### src/hdl/ipwm_pkg.sv
`default_nettype none

package ipwm_pkg;

   // image geometry
   localparam int MAX_WIDTH   = 1024;
   localparam int MAX_HEIGHT  = 1024;
   localparam int PATTERN_MAX = 3;
   localparam int ADDR_W      = $clog2(MAX_WIDTH);

   // field widths
   localparam int CHAR_W     = 8;
   localparam int COORD_W    = 10;
   localparam int DIM_W      = 11;
   localparam int PDIM_W     = 2;
   localparam int COUNT_W    = 21;
   localparam int PROW_W     = 3 * CHAR_W;
   localparam int CSR_IDX_W  = 3;
   localparam int CSR_DATA_W = 24;

   localparam logic [COUNT_W-1:0] COUNT_MAX = '1;

   // register indexes
   localparam logic [CSR_IDX_W-1:0] CSR_IMAGE_WIDTH    = 3'd0;
   localparam logic [CSR_IDX_W-1:0] CSR_IMAGE_HEIGHT   = 3'd1;
   localparam logic [CSR_IDX_W-1:0] CSR_PATTERN_WIDTH  = 3'd2;
   localparam logic [CSR_IDX_W-1:0] CSR_PATTERN_HEIGHT = 3'd3;
   localparam logic [CSR_IDX_W-1:0] CSR_PATTERN_TOP    = 3'd4;
   localparam logic [CSR_IDX_W-1:0] CSR_PATTERN_MIDDLE = 3'd5;
   localparam logic [CSR_IDX_W-1:0] CSR_PATTERN_BOTTOM = 3'd6;

   // result queue
   localparam int RSP_DEPTH = 4;
   localparam int RSP_PTR_W = $clog2(RSP_DEPTH);
   localparam int RSP_CNT_W = $clog2(RSP_DEPTH + 1);

   // position of a pixel in flight
   typedef struct packed {
      logic [COORD_W-1:0] row;
      logic [COORD_W-1:0] col;
      logic               end_image;
   } stage_info_type;

   // pattern in use, sizes already clamped
   typedef struct packed {
      logic [PDIM_W-1:0]            width;
      logic [PDIM_W-1:0]            height;
      logic [2:0][PROW_W-1:0]       rows;
   } pattern_cfg_type;

   typedef struct packed {
      logic [COORD_W-1:0] match_row;
      logic [COORD_W-1:0] match_col;
      logic [COUNT_W-1:0] match_total;
      logic               is_summary;
      logic               last;
   } result_type;

   // queue status toward the pipeline
   typedef struct packed {
      logic not_empty;
      logic room_for_two;
   } queue_status_type;

endpackage

`default_nettype wire

### src/hdl/ipwm_rsp_queue.sv
`default_nettype none

module ipwm_rsp_queue (
   input  wire logic                   clock,
   input  wire logic                   reset,
   input  wire logic [1:0]             push_count,
   input  wire ipwm_pkg::result_type   push0,
   input  wire ipwm_pkg::result_type   push1,
   input  wire logic                   pop,
   output ipwm_pkg::result_type        head,
   output ipwm_pkg::queue_status_type  status
);

   import ipwm_pkg::*;

   result_type             entry_ff [RSP_DEPTH];
   logic [RSP_PTR_W-1:0]   wr_ptr_ff, wr_ptr_in, rd_ptr_ff, rd_ptr_in;
   logic [RSP_CNT_W-1:0]   count_ff, count_in;
   logic                   do_pop;

   assign head                = entry_ff[rd_ptr_ff];
   assign status.not_empty    = (count_ff != '0);
   assign status.room_for_two = (count_ff <= RSP_CNT_W'(RSP_DEPTH - 2));
   assign do_pop              = pop && status.not_empty;

   // pointer and fill bookkeeping
   always_comb begin
      wr_ptr_in = wr_ptr_ff + RSP_PTR_W'(push_count);
      rd_ptr_in = rd_ptr_ff + RSP_PTR_W'(do_pop);
      count_in  = count_ff + RSP_CNT_W'(push_count) - RSP_CNT_W'(do_pop);
   end

   always_ff @(posedge clock) begin
      if (reset) begin
         wr_ptr_ff <= '0;
         rd_ptr_ff <= '0;
         count_ff  <= '0;
      end else begin
         wr_ptr_ff <= wr_ptr_in;
         rd_ptr_ff <= rd_ptr_in;
         count_ff  <= count_in;
      end
   end

   // up to two entries written per cycle
   always_ff @(posedge clock) begin
      if (push_count != 2'd0) begin
         entry_ff[wr_ptr_ff] <= push0;
      end
      if (push_count == 2'd2) begin
         entry_ff[wr_ptr_ff + RSP_PTR_W'(1)] <= push1;
      end
   end

endmodule

`default_nettype wire

### config.mk
export PLATFORM = sky130hd
export DESIGN_NAME = ipwm_rsp_queue
export DESIGN_NICKNAME = d
export VERILOG_FILES = /design/src/hdl/ipwm_pkg.sv /design/src/hdl/ipwm_rsp_queue.sv
export SDC_FILE = /design/constraint.sdc
export NUM_CORES = 1
export LEC_CHECK = 0
export ABC_AREA = 1
export ABC_CLOCK_PERIOD_IN_PS = 14800
export BUFFER_PORTS_ARGS = -buffer_cell sky130_fd_sc_hd__buf_2
export CAP_MARGIN = 20
export CORE_UTILIZATION = 61
export CTS_CLUSTER_DIAMETER = 80
export CTS_CLUSTER_SIZE = 8
export DETAILED_ROUTE_END_ITERATION = 7
export GPL_TIMING_DRIVEN = 0
export PLACE_DENSITY = 0.85
export SETUP_SLACK_MARGIN = 0.15
export SLEW_MARGIN = 5
export SYNTH_ARGS = -nofsm -noshare
export SYNTH_HDL_FRONTEND = slang
export SYNTH_SLANG_ARGS = --single-unit
### constraint.sdc
create_clock -name clock -period 14.8 [get_ports clock]
set_input_delay 2.96 -clock clock [delete_from_list [all_inputs] [get_ports clock]]
set_output_delay 2.96 -clock clock [all_outputs]
set_load 0.01 [all_outputs]
==> flow_metrics.py <==
metrics = {
    "outcome": {
        "status": "completed",
    },
    "detailed_routing": {
        "routedWlPerCell_um": 19.10,
        "postRouteAntennaNets": 0,
        "drt_iter0_drc": 1111,
        "avgViaCountPerCell": 6.045,
        "drt_pre_antenna_iters": 6,
        "wl_met3_um": 2755,
        "top_layer": "met4",
        "routed-wl-met2_um": 12090,
        "route.detailed.drc": 0,
        "wl_um": 24030,
        "wl_met1_um": 8479,
        "vias": 7604,
    },
    "place": {
        "io_buffer_count": 135,
        "place.gp.congestion": 0.8199,
        "dp.cells": 1226,
        "hpwlAfterDp_um": 15390,
    },
    "logic_synthesis": {
        "syn_avg_cell_area_um2": 9.638,
        "synth_area_mm2": 0.008722,
        "yosys_register_bits": 179,
        "synthCells": 905,
        "synthesis.nets": 1000,
        "seq_area_frac_synth_pct": 60.82,
        "synth.distinct_cells": 27,
        "ys.warnings.count": 0,
    },
    "clocking": {
        "htree_levels": 4,
        "cts_buffers": 17,
        "cts_buffer_depth": 2,
        "tritoncts": "built",
        "ctsResizeCount": 0,
        "cts-root-buf": "clkbuf_16",
        "clock_latency_ps": 430,
        "clk_pin_slew_ps": 60,
        "cts.sinks": 179,
        "cts_setup_buffers": 0,
        "ctsHoldBuffers": 0,
    },
    "critical_path": {
        "worstSetupStartpointType": "flop",
        "worstPathRequired_ps": 11840,
        "critPathCaptureType": "primary output",
        "critPathMaxStageDelay_ps": 470,
        "cp.arrival_ps": 2430,
        "crit_top_cell": "clkbuf_1",
        "critical_path.cell_chain": "clkbuf_1 > inv_1 > clkbuf_1 > o21ai_0 > o22ai_1 > buf_2",
        "critPathKind": "flop to primary output",
        "cp_max_fo": 10,
        "worst_path_max_delay_cell": "clkbuf_1",
    },
    "global_routing": {
        "grt_use_total_pct": 33.76,
        "grt_pass1_wl_um": 36850,
        "grt_pass1_vias": 7264,
        "grt_max_degree": 30,
        "antenna_found_initial": 0,
        "grt_overflow": 0,
    },
    "run": {
        "maxCapViolations": 0,
    },
    "timing": {
        "fin_crit_ps": 5387,
        "fin_hold_ws_ps": 563.3,
        "report.final.slew_viol_count": 0,
        "period_share_pct": 36.40,
        "slew_headroom_pct": 44.47,
        "setup_tns_ps": 0,
        "skew_ps": 9.788,
        "fmax_mhz": 185.6,
        "final_hold_viol_count": 0,
        "rsz0062_at_grt": "false",
        "finalSetupViolations": 0,
        "worst_slew_pin_slew_ps": 832.9,
    },
    "finish": {
        "n_antenna_cell": 0,
        "multi_input_area_mm2": 0.002860,
        "area_delta_synth_final_pct": 18.28,
        "fillers": 975,
        "fin_nets": 1160,
        "final_cells": 1258,
        "drive_gt1_share_pct": 20.41,
        "seq_area_mm2": 0.005305,
    },
    "floorplanning": {
        "io-pin-count": 136,
        "start_util_pct": 62.59,
        "core_area_mm2": 0.01393,
        "die_w_um": 121.6,
        "rows": 43,
        "chipHeight_um": 121.6,
        "die_area_mm2": 0.01478,
    },
    "power": {
        "p_leak_nw": 4.347,
        "power.total_w": 0.001427,
        "powerDensity_mw_per_mm2": 138.4,
        "peakVddDrop_v": 0.0001017,
    },
    "min_path": {
        "hold_class": "flop to flop",
    },
}
## registers in the layout (all words and copies together) (netlist names)
name / cells
count_ff: 3
rd_ptr_ff: 2
wr_ptr_ff: 2
entry_ff: 172
## cell usage after synthesis, drive strengths merged
| master | instances | share of area [%] |
|---|---|---|
| nor2 | 101 | 4.6 |
| dfxtp | 7 | 1.6 |
| buf | 28 | 2.6 |
| nand3 | 3 | 0.32 |
| o21ai | 259 | 15 |
| xor2 | 1 | 0.10 |
| nand2 | 189 | 8.2 |
| clkbuf | 36 | 1.6 |
| o22ai | 43 | 3.1 |
| ha | 3 | 0.43 |
| edfxtp | 172 | 59 |
| fa | 1 | 0.23 |
| o31ai | 1 | 0.086 |
| a21oi | 2 | 0.11 |
| inv | 57 | 2.5 |
| nand4 | 1 | 0.072 |
| xnor2 | 1 | 0.10 |
## report_power, final
group / internal, W / switching [W]
clock: 0.000248 / 0.000176
sequential: 0.000617 / 0.0000137
combinational: 0.000123 / 0.000249
total: 0.000988 / 0.000439
## cell usage in the layout, fill, tap and decap left out, types with 8 or more instances in the layout
cell type  synthesis  final
nand2_1          186    183
edfxtp_1         172    172
o21ai_0          159    159
buf_2             13    148
nor2_1            98     98
o21ai_1           92     92
inv_1             54     54
o22ai_1           43     43
clkbuf_1          34     39
clkbuf_16          0     17
buf_6             13     13
o21ai_2            8      8
## through the flow
| stage | worst slack (ps) | utilization [%] | cell area, um2 |
|---|---|---|---|
| after floorplan | 8074 | - | 8722 |
| after global placement | 5416 | 69.06 | 9623 |
| after detailed placement | 9781 | 70.05 | 9762 |
| after CTS | 9519 | 74.03 | 10320 |
| after global routing | 9360 | 74.03 | 10320 |
| final | 9413 | 74.03 | 10320 |
## worst max-delay path, delay by kind of cell (launching register included)
| kind | cells | cell delay [ps] |
|---|---|---|
| buffers and inverters | 4 | 1290 |
| AOI/OAI and AO/OA | 2 | 420 |
| DFF | 1 | 300 |
## area by class of cell
type | count | area share (%)
Inverter | 57 | 2.074
Tap cell | 180 | 2.183
Sequential cell | 179 | 51.43
Multi-Input combinational cell | 605 | 27.73
Clock buffer | 26 | 4.839
Timing Repair Buffer | 141 | 7.690
Buffer | 64 | 3.529
Clock inverter | 6 | 0.5337
## layer usage
metal	global-route usage (%)	up-vias
li1	-	3476
met1	43.40	3448
met2	55.11	602
met3	6.695	78
met4	16.44	0
met5	0	-
## final timing paths
kind                                         startpoint                        to  slack (ps)  cells past startpoint
worst max-delay path            rd_ptr_ff[1]$_SDFF_PP0_                  head[13]        9410                      6
worst min-delay path             count_ff[2]$_SDFF_PP0_    count_ff[2]$_SDFF_PP0_         560                      2
worst max register to register  wr_ptr_ff[0]$_SDFF_PP0_  entry_ff[1][4]$_DFFE_PP_       12480                      5
worst min register to register   count_ff[2]$_SDFF_PP0_    count_ff[2]$_SDFF_PP0_         560                      2
## kinds of logic after synthesis
group                      synth area share (%)
buffers and inverters                     6.627
adders and majority gates                0.6599
xor gates and xnor gates                 0.2009
DFF                                       60.82
AOI/OAI and AO/OA                         18.49
and+or+nand+nor                           13.20
Power figures use the tool's default switching activity.
