<file path="config.mk">
export PLATFORM = sky130hd
export DESIGN_NAME = ipwm_window
export DESIGN_NICKNAME = d
export VERILOG_FILES = /design/src/hdl/ipwm_pkg.sv /design/src/hdl/ipwm_window.sv
export SDC_FILE = /design/constraint.sdc
export NUM_CORES = 1
export LEC_CHECK = 0
export BUFFER_PORTS_ARGS = -buffer_cell sky130_fd_sc_hd__buf_2
export CAP_MARGIN = 20
export CORE_MARGIN = 8
export CORE_UTILIZATION = 39
export DETAILED_ROUTE_END_ITERATION = 8
export PLACE_DENSITY = 0.68
export SYNTH_ARGS = -nofsm -noshare
export SYNTH_HDL_FRONTEND = slang
export SYNTH_SLANG_ARGS = --single-unit
</file>
<file path="constraint.sdc">
create_clock -name clock -period 6.1 [get_ports clock]
set_input_delay 0.305 -clock clock [delete_from_list [all_inputs] [get_ports clock]]
set_output_delay 0.305 -clock clock [all_outputs]
set_load 0.03 [all_outputs]
</file>
<file path="src/hdl/ipwm_pkg.sv">
`default_nettype none

package ipwm_pkg;

   // image geometry
   localparam int MAX_WIDTH   = 1024;
   localparam int MAX_HEIGHT  = 1024;
   localparam int PATTERN_MAX = 3;
   localparam int ADDR_W      = $clog2(MAX_WIDTH);

   // field widths
   localparam int CHAR_W     = 8;
   localparam int COORD_W    = 10;
   localparam int DIM_W      = 11;
   localparam int PDIM_W     = 2;
   localparam int COUNT_W    = 21;
   localparam int PROW_W     = 3 * CHAR_W;
   localparam int CSR_IDX_W  = 3;
   localparam int CSR_DATA_W = 24;

   localparam logic [COUNT_W-1:0] COUNT_MAX = '1;

   // register indexes
   localparam logic [CSR_IDX_W-1:0] CSR_IMAGE_WIDTH    = 3'd0;
   localparam logic [CSR_IDX_W-1:0] CSR_IMAGE_HEIGHT   = 3'd1;
   localparam logic [CSR_IDX_W-1:0] CSR_PATTERN_WIDTH  = 3'd2;
   localparam logic [CSR_IDX_W-1:0] CSR_PATTERN_HEIGHT = 3'd3;
   localparam logic [CSR_IDX_W-1:0] CSR_PATTERN_TOP    = 3'd4;
   localparam logic [CSR_IDX_W-1:0] CSR_PATTERN_MIDDLE = 3'd5;
   localparam logic [CSR_IDX_W-1:0] CSR_PATTERN_BOTTOM = 3'd6;

   // result queue
   localparam int RSP_DEPTH = 4;
   localparam int RSP_PTR_W = $clog2(RSP_DEPTH);
   localparam int RSP_CNT_W = $clog2(RSP_DEPTH + 1);

   // position of a pixel in flight
   typedef struct packed {
      logic [COORD_W-1:0] row;
      logic [COORD_W-1:0] col;
      logic               end_image;
   } stage_info_type;

   // pattern in use, sizes already clamped
   typedef struct packed {
      logic [PDIM_W-1:0]            width;
      logic [PDIM_W-1:0]            height;
      logic [2:0][PROW_W-1:0]       rows;
   } pattern_cfg_type;

   typedef struct packed {
      logic [COORD_W-1:0] match_row;
      logic [COORD_W-1:0] match_col;
      logic [COUNT_W-1:0] match_total;
      logic               is_summary;
      logic               last;
   } result_type;

   // queue status toward the pipeline
   typedef struct packed {
      logic not_empty;
      logic room_for_two;
   } queue_status_type;

endpackage

`default_nettype wire

</file>
<file path="src/hdl/ipwm_window.sv">
`default_nettype none

module ipwm_window (
   input  wire logic                          clock,
   input  wire logic                          reset,
   input  wire logic                          fire,
   input  wire ipwm_pkg::stage_info_type      info,
   input  wire logic [ipwm_pkg::CHAR_W-1:0]   pixel,
   input  wire logic [2*ipwm_pkg::CHAR_W-1:0] column,
   input  wire ipwm_pkg::pattern_cfg_type     pattern,
   output ipwm_pkg::result_type               result0,
   output ipwm_pkg::result_type               result1,
   output logic [1:0]                         result_count
);

   import ipwm_pkg::*;

   logic [2:0][2:0][CHAR_W-1:0] window_ff, window_in;   // [row][col], row 2 / col 2 newest
   logic [COUNT_W-1:0]          count_ff, count_in, total;
   logic [1:0]                  row_off, col_off, pr, pc;
   logic                        mismatch, fits, matched;
   result_type                  match_res, summary_res;

   // shift left and load the new column
   always_comb begin
      for (int r = 0; r < 3; r++) begin
         window_in[r][0] = window_ff[r][1];
         window_in[r][1] = window_ff[r][2];
      end
      window_in[0][2] = column[CHAR_W-1:0];
      window_in[1][2] = column[2*CHAR_W-1:CHAR_W];
      window_in[2][2] = pixel;
   end

   // up to nine byte compares against the pattern anchored at the bottom-right
   always_comb begin
      row_off  = 2'd3 - pattern.height;
      col_off  = 2'd3 - pattern.width;
      mismatch = 1'b0;
      pr       = '0;
      pc       = '0;
      for (int wr = 0; wr < 3; wr++) begin
         for (int wc = 0; wc < 3; wc++) begin
            if (2'(wr) >= row_off && 2'(wc) >= col_off) begin
               pr = 2'(wr) - row_off;
               pc = 2'(wc) - col_off;
               if (window_in[wr][wc] != pattern.rows[pr][CHAR_W*pc +: CHAR_W]) begin
                  mismatch = 1'b1;
               end
            end
         end
      end
   end

   // window must lie inside the image
   assign fits = ({1'b0, info.row} + DIM_W'(1) >= DIM_W'(pattern.height)) &&
                 ({1'b0, info.col} + DIM_W'(1) >= DIM_W'(pattern.width));
   assign matched = fits && !mismatch;

   // saturating match count
   assign total    = (matched && count_ff != COUNT_MAX) ? count_ff + COUNT_W'(1) : count_ff;
   assign count_in = info.end_image ? '0 : total;

   // result items
   always_comb begin
      match_res.match_row   = info.row + COORD_W'(1) - COORD_W'(pattern.height);
      match_res.match_col   = info.col + COORD_W'(1) - COORD_W'(pattern.width);
      match_res.match_total = total;
      match_res.is_summary  = 1'b0;
      match_res.last        = !info.end_image;

      summary_res.match_row   = '0;
      summary_res.match_col   = '0;
      summary_res.match_total = total;
      summary_res.is_summary  = 1'b1;
      summary_res.last        = 1'b1;

      result0 = matched ? match_res : summary_res;
      result1 = summary_res;
      if (matched && info.end_image) begin
         result_count = 2'd2;
      end else if (matched || info.end_image) begin
         result_count = 2'd1;
      end else begin
         result_count = 2'd0;
      end
   end

   always_ff @(posedge clock) begin
      if (reset) begin
         window_ff <= '0;
         count_ff  <= '0;
      end else if (fire) begin
         window_ff <= window_in;
         count_ff  <= count_in;
      end
   end

endmodule

`default_nettype wire

</file>
==> results.md, run 1 <==
* Simple-gate share of the synthesized area at 20.3%
* Final worst-path cycle share at 93.2%
* Pleak at 5.15 nW
* First-pass GRT wire length at 61700 um
* CTS root buffer: clkbuf_16
* Port bufs at 189
* Unrepaired setup endpoints after global routing: false
* Hold Crit Class: in -> reg
* CP Max Fanout at 35
* FFs w/ async S/R, synth at 0%
* Sequential-to-total area share from yosys stat at 12.8%
* WL final at 40400 um
* Post-Syn Area per Cell at 7.72 sq um
* Hold_buf cts at 0
* Vias in the first global route at 10600
* # nets final at 1665
* Initial Util at 39.2%
* Fin cells at 1873
* CTS H-tree depth at 3
* WL/cell at 21.6 um
* Worst setup EP type: output pin
* Post-synth top area share at 12.8%
* Chip Height at 183 um
* Vias at 11512
* Mux contribution to synthesized area at 16.8%
* Number of cell rows at 61
* # diodes at 0
* GP Congestion at 1.01
* VDD IR max at 123 uV
* Flops & latches, synth at 69
* Number of synthesized flops with an enable pin at 0
* Synth area leader: dfxtp_1
* CTS Sinks at 69
* # fillers at 2840
* Largest net degree at the start of global routing at 70
* Top FF cell, synth: dfxtp_1
* Layout Utilization at 43.4%
* # Post-CTS Setup Buffers at 0
* Xor/xnor share of the synthesized area at 10.9%
* Cell repeated most along the worst path: buf_4
* Final critical-path required period at 5690 ps
* Final hold viol count at 0
* DP HPWL at 30700 um
* DR vias/cell at 6.15
* Top cells by area, synth: dfxtp_1 (13%), mux2i_1 (11%), ha_1 (5.7%)
* Worst EP arrival at 5380 ps
* Initial antenna violation count at 0
* Final Setup Violations at 0
* Drt initial violations at 1117
* Synth unique cells at 87
* Die Area at 0.0333 sq mm
* Synthesized-area fraction occupied by adder cells at 6.04%
* Gr ovfl total at 0
* Main combinational cell family by area after synthesis: compound AO/OA/AOI/OAI gates
* Run status: complete, no violations
* Worst Tran Pin Value at 1010 ps
* Synthesized area at 0.0108 sq mm
* Slowest cell on crit path: ha_2
* Residual DRC count at 0
* YS warnings at 0
* Max-slew violations at 0
* Worst path required time at 5790 ps
* Worst path bufs/invs at 6
* Most instantiated library cell after synthesis: nor2_1
* Clk pin slew, worst setup/hold paths at 70 ps
* Worst hold slack at 261 ps
* Storage cell area at 0.00138 sq mm
* Critical path class: in -> out
* Antenna-violating nets left at 0
* Post-CTS Resized at 0
* Die width at 183 um
* Clock Skew at 18.3 ps
* Setup TNS at 0 ps
* Num ports at 212
* Core ar. at 0.0276 sq mm
* Crit path largest cell delay at 760 ps
* CTS max path bufs at 2
* F_max at 176 MHz
* R2R setup slack at 2260 ps
* Critical Path Source Type: primary input
* Multi-input gate area at 0.00848 sq mm
* Worst slew margin at 32.6%
* PD cells at 162 mW/mm^2
* Cells after DPL at 1857
* Share of layout cells above drive strength 1 at 19.4%
* CP cell instances: buf_2 -> inv_1 -> ha_2 -> buf_4 -> mux2_2 -> a22oi_2 -> mux2_2 -> o32ai_1 -> nor4_1 -> nand4_1 -> a2111o_1 -> nor4_4 -> buf_4 -> nand2_2 -> buf_4 -> nor2_1 -> xnor2_1 -> buf_2
* Compound-Gate Fraction of Synth Area at 23.6%
* Max_cap viols at 0
* Global Route Usage Sum at 23.1%
* Cell count after synthesis at 1401
* Cts bufs inserted at 9
* Clock Latency Late Sink at 360 ps
* First-pass iteration count of the detailed router at 6
* Post-synth top cells: nor2_1 (127), mux2i_1 (114), nand2_1 (81)
* Synthesis-to-layout area growth at 10.5%
* Top Family by Delay on Critical Path: buffers and inverters
* CTS tree: built
-- through the flow --
step	cell area (sq um)	setup slack [ps]	power (mW)
floorplan	10900	492	1.13
global placement	11700	587	1.36
detailed placement	11700	500	1.37
CTS	11900	477	1.92
global route	11900	120	2.02
finish	11900	415	1.93
-- layer usage --
metal  vias up  share of wire [%]  track usage (%)
li1       5322                  -                -
met2       651                 45             36.8
met5         -                  0                0
met4         0                3.9             9.84
met3       116                9.8             4.69
met1      5423                 42             29.9
-- state kept, by name (all words and copies together), names as in the netlist --
| register | flops |
|---|---|
| window_ff | 48 |
| count_ff | 21 |
-- cells by family (layout without fill, tap and decap cells) --
group | Yosys count | count (layout)
AND/OR/NAND/NOR | 428 | 428
AO/OA/AOI/OAI | 345 | 345
XOR/XNOR | 134 | 134
other | 2 | 22
buffers and inverters | 205 | 279
adder cells (fa/ha/maj) | 51 | 51
flip-flops | 69 | 69
multiplexers | 167 | 167
-- cell usage in the layout, fill, tap and decap left out, types with 43 or more instances in the layout --
cell type and n:
dfxtp_1 69, inv_1 43, xnor2_1 66, ha_1 47, nand2_1 81, nor3_1 48
buf_2 188, mux2i_1 114, xor2_1 68, nor2_1 127
-- area by class of cell --
class                           instances  share of cell area (%)
Multi-Input combinational cell       1147                    70.9
Clock inverter                          7                   0.534
Clock buffer                            9                    1.89
Inverter                               47                    1.48
Tap cell                              378                    3.96
Sequential cell                        69                    11.6
Timing Repair Buffer                  216                    9.63
-- path summary, 6_finish.rpt --
kind / end / cells past startpoint / start
setup / recovery: result0[18] / 18 / pattern[73]
hold / removal: window_ff[45]$_SDFFE_PP0P_ / 3 / column[13]
setup reg to reg: count_ff[18]$_SDFFE_PP0P_ / 12 / window_ff[18]$_SDFFE_PP0P_
hold reg to reg: window_ff[12]$_SDFFE_PP0P_ / 2 / window_ff[20]$_SDFFE_PP0P_
-- worst min-delay path, cell delays in order --
cell     delay [ps]
buf_2           120
mux2i_1          80
nor2_1           70
-- where the power goes --
part	switching, mW	internal [mW]
registers	0.0321	0.465
clock network	0.261	0.286
logic	0.541	0.346
Power figures use the tool's default switching activity.
==> run 2: changes to the inputs <==
ABC_AREA = 1   (was default)
GPL_TIMING_DRIVEN = 1   (was default)
PLACE_DENSITY = 0.69   (was 0.68)
==> run 2 against run 1 <==
  * Worst hold slack got worse by 31 ps
  * Via count increased by 4.5%
  * Largest power group unchanged
  * Wire length decreased by 10%
  * Largest cell class unchanged
  * Combinational power decreased by 12%
==> results.md, run 2 <==
* Run status: complete, no violations
* Post-synth top cells: nand2_1 (669), nand3_1 (303), inv_1 (170)
* Pleak at 5.95 nW
* Int Pwr at 1.04 mW
* Number of cell rows at 57
* Synthesized area at 0.00961 sq mm
* Worst EP arrival at 4920 ps
* Post-Syn Area per Cell at 5.34 sq um
* YS warnings at 0
* Worst setup EP type: output pin
* Critical Path Source Type: primary input
* Num ports at 212
* Largest reg by FF count: window_ff
* Post-synth top area share at 26.1%
* Initial antenna violation count at 3
* Top Family by Delay on Critical Path: simple AND/OR/NAND/NOR gates
* DP Worst Slack at 993 ps
* Gr ovfl total at 0
* Clock network power share at 30.1%
* Synthesis-to-layout area growth at 11.3%
* Clock Skew at 8.13 ps
* Vias in the first global route at 10739
* Share of layout cells above drive strength 1 at 11.9%
* CTS Sinks at 69
* Clk pin slew, worst setup/hold paths at 60 ps
* Commonest non-fill, non-tap cell in the layout: nand2_1
* GP Congestion at 0.980
* Crit path largest cell delay at 760 ps
* CTS tree: built
* Hold Crit Class: in -> reg
* Drt initial violations at 1431
* Fraction of power spent switching nets at 42.4%
* Critical path class: in -> out
* Post-CTS Resized at 0
* Synth unique cells at 38
* Sequential-to-total area share from yosys stat at 14.4%
* Max_cap viols at 0
* Slowest cell on crit path: nand4_1
* Hold_buf cts at 0
* Flops & latches, synth at 69
* Most instantiated library cell after synthesis: nand2_1
* PD cells at 169 mW/mm^2
* Sequential power share at 27.0%
* CP Max Fanout at 50
* Final worst-path cycle share at 85.7%
* WL/cell at 16.3 um
* Final critical-path required period at 5230 ps
* Worst Tran Pin Value at 977 ps
* Port bufs at 189
* FFs w/ async S/R, synth at 0%
* # nets final at 2076
* Largest net degree at the start of global routing at 90
* CTS root buffer: clkbuf_16
* DP HPWL at 28100 um
* CTS max path bufs at 2
* First-pass GRT wire length at 57300 um
* WL final at 36400 um
* Fin cells at 2232
* Commonest non-fill, non-tap cells in the layout: nand2_1 (669), nand3_1 (303), buf_2 (189)
* Gate power share at 43.0%
* Setup ws final at 874 ps
* Final hold viol count at 0
* Core ar. at 0.0242 sq mm
* Chip Height at 173 um
* Largest registers: window_ff (48), count_ff (21)
* Vias at 12026
* F_max at 191 MHz
* Cell repeated most along the worst path: nand2_1
* VDD IR max at 124 uV
* # Post-CTS Setup Buffers at 0
* Final Setup Violations at 0
* Layout Utilization at 44.1%
* Die Area at 0.0299 sq mm
* Number of synthesized flops with an enable pin at 0
* CP cell instances: buf_2 -> inv_4 -> ha_1 -> inv_1 -> buf_4 -> nand2_1 -> nand3_1 -> nand2_1 -> nand2_1 -> nand3b_1 -> nand2_1 -> nand2_1 -> nor2_1 -> nand2_1 -> nand2_1 -> nand3_1 -> nand2_1 -> buf_4 -> nand4_1 -> nand2_1 -> and2_1 -> buf_2
* Worst slew margin at 34.8%
* Max-slew violations at 0
* Worst path bufs/invs at 6
* Cell count after synthesis at 1799
* Residual DRC count at 0
* First-pass iteration count of the detailed router at 6
* Cts bufs inserted at 9
* Unrepaired setup endpoints after global routing: false
* CTS H-tree depth at 3
* Psw at 0.768 mW
* Top cells by area, synth: nand2_1 (26%), nand3_1 (16%), dfxtp_1 (14%)
* Die width at 173 um
* Antenna-violating nets left at 0
* Synth area leader: nand2_1
* Cells after DPL at 2214
* Global Route Usage Sum at 23.3%
* Setup TNS at 0 ps
* Initial Util at 39.6%
* Top FF cell, synth: dfxtp_1
* Max reg flops at 48
* DR vias/cell at 5.39
* Worst path required time at 5790 ps
* Clock Latency Late Sink at 340 ps
-- run 2: cell types whose count changed in the layout (fill, tap and decap cells not counted), sizes merged, moves of 27 or more --
cell   before  now
nand2      82  669
nand3      21  303
inv        49  172
mux2i     115    0
xnor2      66    6
mux2       46    0
xor2       68   24
a22oi      32    0
o21ai      48   77
nor3       48   20
a31oi      30    3
-- run 2: cells by family after synthesis --
family                   Yosys count  share of synthesized area, %
AND/OR/NAND/NOR                 1181                          52.8
adder cells (fa/ha/maj)           51                          6.80
other                              2                        0.0782
flip-flops                        69                          14.4
AO/OA/AOI/OAI                    158                          8.52
XOR/XNOR                          30                          2.73
buffers and inverters            308                          14.7
-- run 2: final timing paths --
check / depth (start not counted) / to / startpoint / slack (ps)
worst max-delay path: 22 / result1[3] / pattern[72] / 870
worst min-delay path: 3 / window_ff[42]$_SDFFE_PP0P_ / column[10] / 230
worst max register to register: 12 / count_ff[1]$_SDFFE_PP0P_ / count_ff[0]$_SDFFE_PP0P_ / 2520
worst min register to register: 2 / window_ff[36]$_SDFFE_PP0P_ / window_ff[36]$_SDFFE_PP0P_ / 480
-- run 2: layer usage --
metal / track usage [%] / wire length (um)
met1: 31.1 / 15800
met2: 36.6 / 15700
met3: 5.03 / 3670
met4: 7.58 / 1110
met5: 0 / 23
-- run 2: power groups by stage --
stage,logic [mW],registers (mW),clock network [mW]
2_1_floorplan,0.561,0.493,0
3_3_place_gp,0.752,0.497,0
3_5_place_dp,0.762,0.498,0
4_1_cts,0.765,0.488,0.556
5_1_grt,0.871,0.491,0.574
6_report,0.778,0.488,0.544
-- run 2: worst min-delay path: cells and delay by family --
family	cells	cell delay, ps
AOI/OAI and AO/OA	1	60
buffers and inverters	2	160
-- run 2: area by class of cell --
class / count / area, sq um
multi-input cells: 1442 / 6890
inverters: 175 / 659
clock buffers: 12 / 246
diodes: 2 / 5.00
well taps: 324 / 405
repair buffers: 204 / 1060
clock inverters: 4 / 47.5
flip-flops and latches: 69 / 1380
fillers: 2694 / 13600
-- run 2: metrics by stage --
step	total power, mW	hold WS [ps]	cell area [sq um]
2_1_floorplan	1.05	440	9680
3_3_place_gp	1.25	458	10400
3_5_place_dp	1.26	468	10400
4_1_cts	1.81	216	10700
5_1_grt	1.94	230	10700
6_report	1.81	230	10700
==> run 3: changes to the inputs <==
CORE_ASPECT_RATIO = 0.75   (was default)
==> run 3 against run 2 <==
  * Global-route usage is 1.5 points higher
  * Wire length up 4.7%
  * Largest cell class unchanged
  * Clock power grew 11%
  * Critical path depth stayed put
  * Setup slack worse by 61 ps
  * Critical path type unchanged
==> results.md, run 3 (same netlist as run 2, synthesis figures left out) <==
* CP cell instances: buf_2 -> inv_4 -> ha_1 -> inv_1 -> buf_4 -> nand2_1 -> nand3_1 -> nand3_1 -> nand2_1 -> nand2_1 -> nand2_1 -> nand2_1 -> nor2_1 -> nand2_1 -> nand2_1 -> nand3_1 -> nand2_1 -> buf_4 -> nand4_1 -> nand2_1 -> and2_1 -> buf_2
* Cell repeated most along the worst path: nand2_1
* # nets final at 2078
* PD cells at 176 mW/mm^2
* Hold Startpoint: column[12]
* Hold_buf cts at 0
* Hold endpoint: window_ff[44]$_SDFFE_PP0P_
* Port bufs at 189
* # Post-CTS Setup Buffers at 0
* CTS root buffer: clkbuf_16
* CTS tree: built
* Worst path bufs/invs at 6
* Largest registers: window_ff (48), count_ff (21)
* Clk pin slew, worst setup/hold paths at 60 ps
* FF-to-FF Start: count_ff[0]$_SDFFE_PP0P_
* Placed instance area at 0.0104 sq mm
* Final Setup Violations at 0
* Core ar. at 0.0241 sq mm
* Pwr Total at 1.89 mW
* GP Congestion at 1.00
* Largest net degree at the start of global routing at 92
* Cells after DPL at 2223
* Num ports at 212
* Clock Latency Late Sink at 350 ps
* Worst slew margin at 28.9%
* F_max at 189 MHz
* Worst setup EP type: output pin
* Cts bufs inserted at 9
* Final worst-path cycle share at 86.7%
* CP Max Fanout at 50
* CTS Sinks at 69
* CTS max path bufs at 2
* Reg2reg end: count_ff[1]$_SDFFE_PP0P_
* Top Family by Delay on Critical Path: simple AND/OR/NAND/NOR gates
* Max-slew violations at 0
* Number of cell rows at 49
* Vias in the first global route at 11053
* Commonest non-fill, non-tap cell in the layout: nand2_1
* Global Route Usage Sum at 24.8%
* Initial antenna violation count at 1
* Final critical-path required period at 5290 ps
* Max reg flops at 48
* Worst EP arrival at 4980 ps
* Crit path largest cell delay at 750 ps
* VDD IR max at 150 uV
* Fin cells at 2240
* Slowest cell on crit path: nand4_1
* Synthesis-to-layout area growth at 11.9%
* Unrepaired setup endpoints after global routing: false
* WL final at 38100 um
* Vias at 12004
* Worst Hold Depth at 3
* Residual DRC count at 0
* Final hold viol count at 0
* Critical Path Source Type: primary input
* R2R setup slack at 2440 ps
* Drt initial violations at 1323
* Largest reg by FF count: window_ff
* Antenna-violating nets left at 0
* DR vias/cell at 5.36
* Storage cell area at 0.00138 sq mm
* Die width at 197 um
* Critical path class: in -> out
* Hold Crit Class: in -> reg
* Max_cap viols at 0
* WL/cell at 17.0 um
* Worst Tran Pin Value at 1070 ps
* Die Area at 0.0300 sq mm
* Commonest non-fill, non-tap cells in the layout: nand2_1 (669), nand3_1 (303), buf_2 (189)
* Multi-input gate area at 0.00689 sq mm
* Final Cell Area at 0.0108 sq mm
* Clock Skew at 13.0 ps
* Run status: complete, no violations
* Post-CTS Resized at 0
* Gr ovfl total at 0
* Pleak at 5.98 nW
* Setup TNS at 0 ps
* Reg2reg path depth at 12
* First-pass GRT wire length at 60400 um
* First-pass iteration count of the detailed router at 8
* DP HPWL at 29500 um
* # fillers at 2665
* Initial Util at 39.9%
* CTS H-tree depth at 3
* Worst path required time at 5790 ps
* Share of layout cells above drive strength 1 at 12.1%
* Chip Height at 152 um
run 3: metrics by stage:
| step | util [%] | hold slack [ps] | setup WS (ps) |
|---|---|---|---|
| final | 44.6 | 222 | 813 |
| after global routing | 44.6 | 225 | 436 |
| after CTS | 44.6 | 212 | 954 |
| after detailed placement | 43.3 | 471 | 962 |
| after global placement | 43.3 | 462 | 1090 |
| after floorplan | - | 440 | 2320 |
run 3: how the worst max path moves through the flow:
stage                start     endpoint  slack [ps]  cells past startpoint
6_report       pattern[72]   result1[3]         810                     22
5_1_grt        pattern[72]   result1[3]         440                     22
4_1_cts        pattern[72]   result1[3]         950                     22
3_5_place_dp   pattern[72]   result1[3]         960                     22
3_3_place_gp   pattern[72]   result1[2]        1090                     22
2_1_floorplan  pattern[74]  result0[29]        2320                     22
run 3: per-layer routing:
metal  wire, um  track usage [%]  vias to the layer above
met4       1420             10.0                        0
li1           -                -                     5952
met5          0                0                        -
met1      16900             33.9                     5420
met3       3670             5.58                       72
met2      16100             37.1                      560
run 3: area by class of cell:
| class | count | share of cell area [%] |
|---|---|---|
| multi-input cells | 1442 | 64.1 |
| flip-flops and latches | 69 | 12.8 |
| repair buffers | 206 | 9.98 |
| inverters | 175 | 6.13 |
| well taps | 331 | 3.85 |
| clock buffers | 9 | 2.09 |
| clock inverters | 7 | 0.989 |
| diodes | 1 | 0.0233 |
run 3: worst min-delay path, delay by kind of cell:
kind / cells / cell delay, ps
buffers and inverters: 1 / 100
AND/OR/NAND/NOR: 2 / 130
run 3: power by group:
group	total (mW)	switching [mW]	internal, mW
logic	0.801	0.556	0.245
registers	0.489	0.0165	0.472
clock network	0.602	0.237	0.365
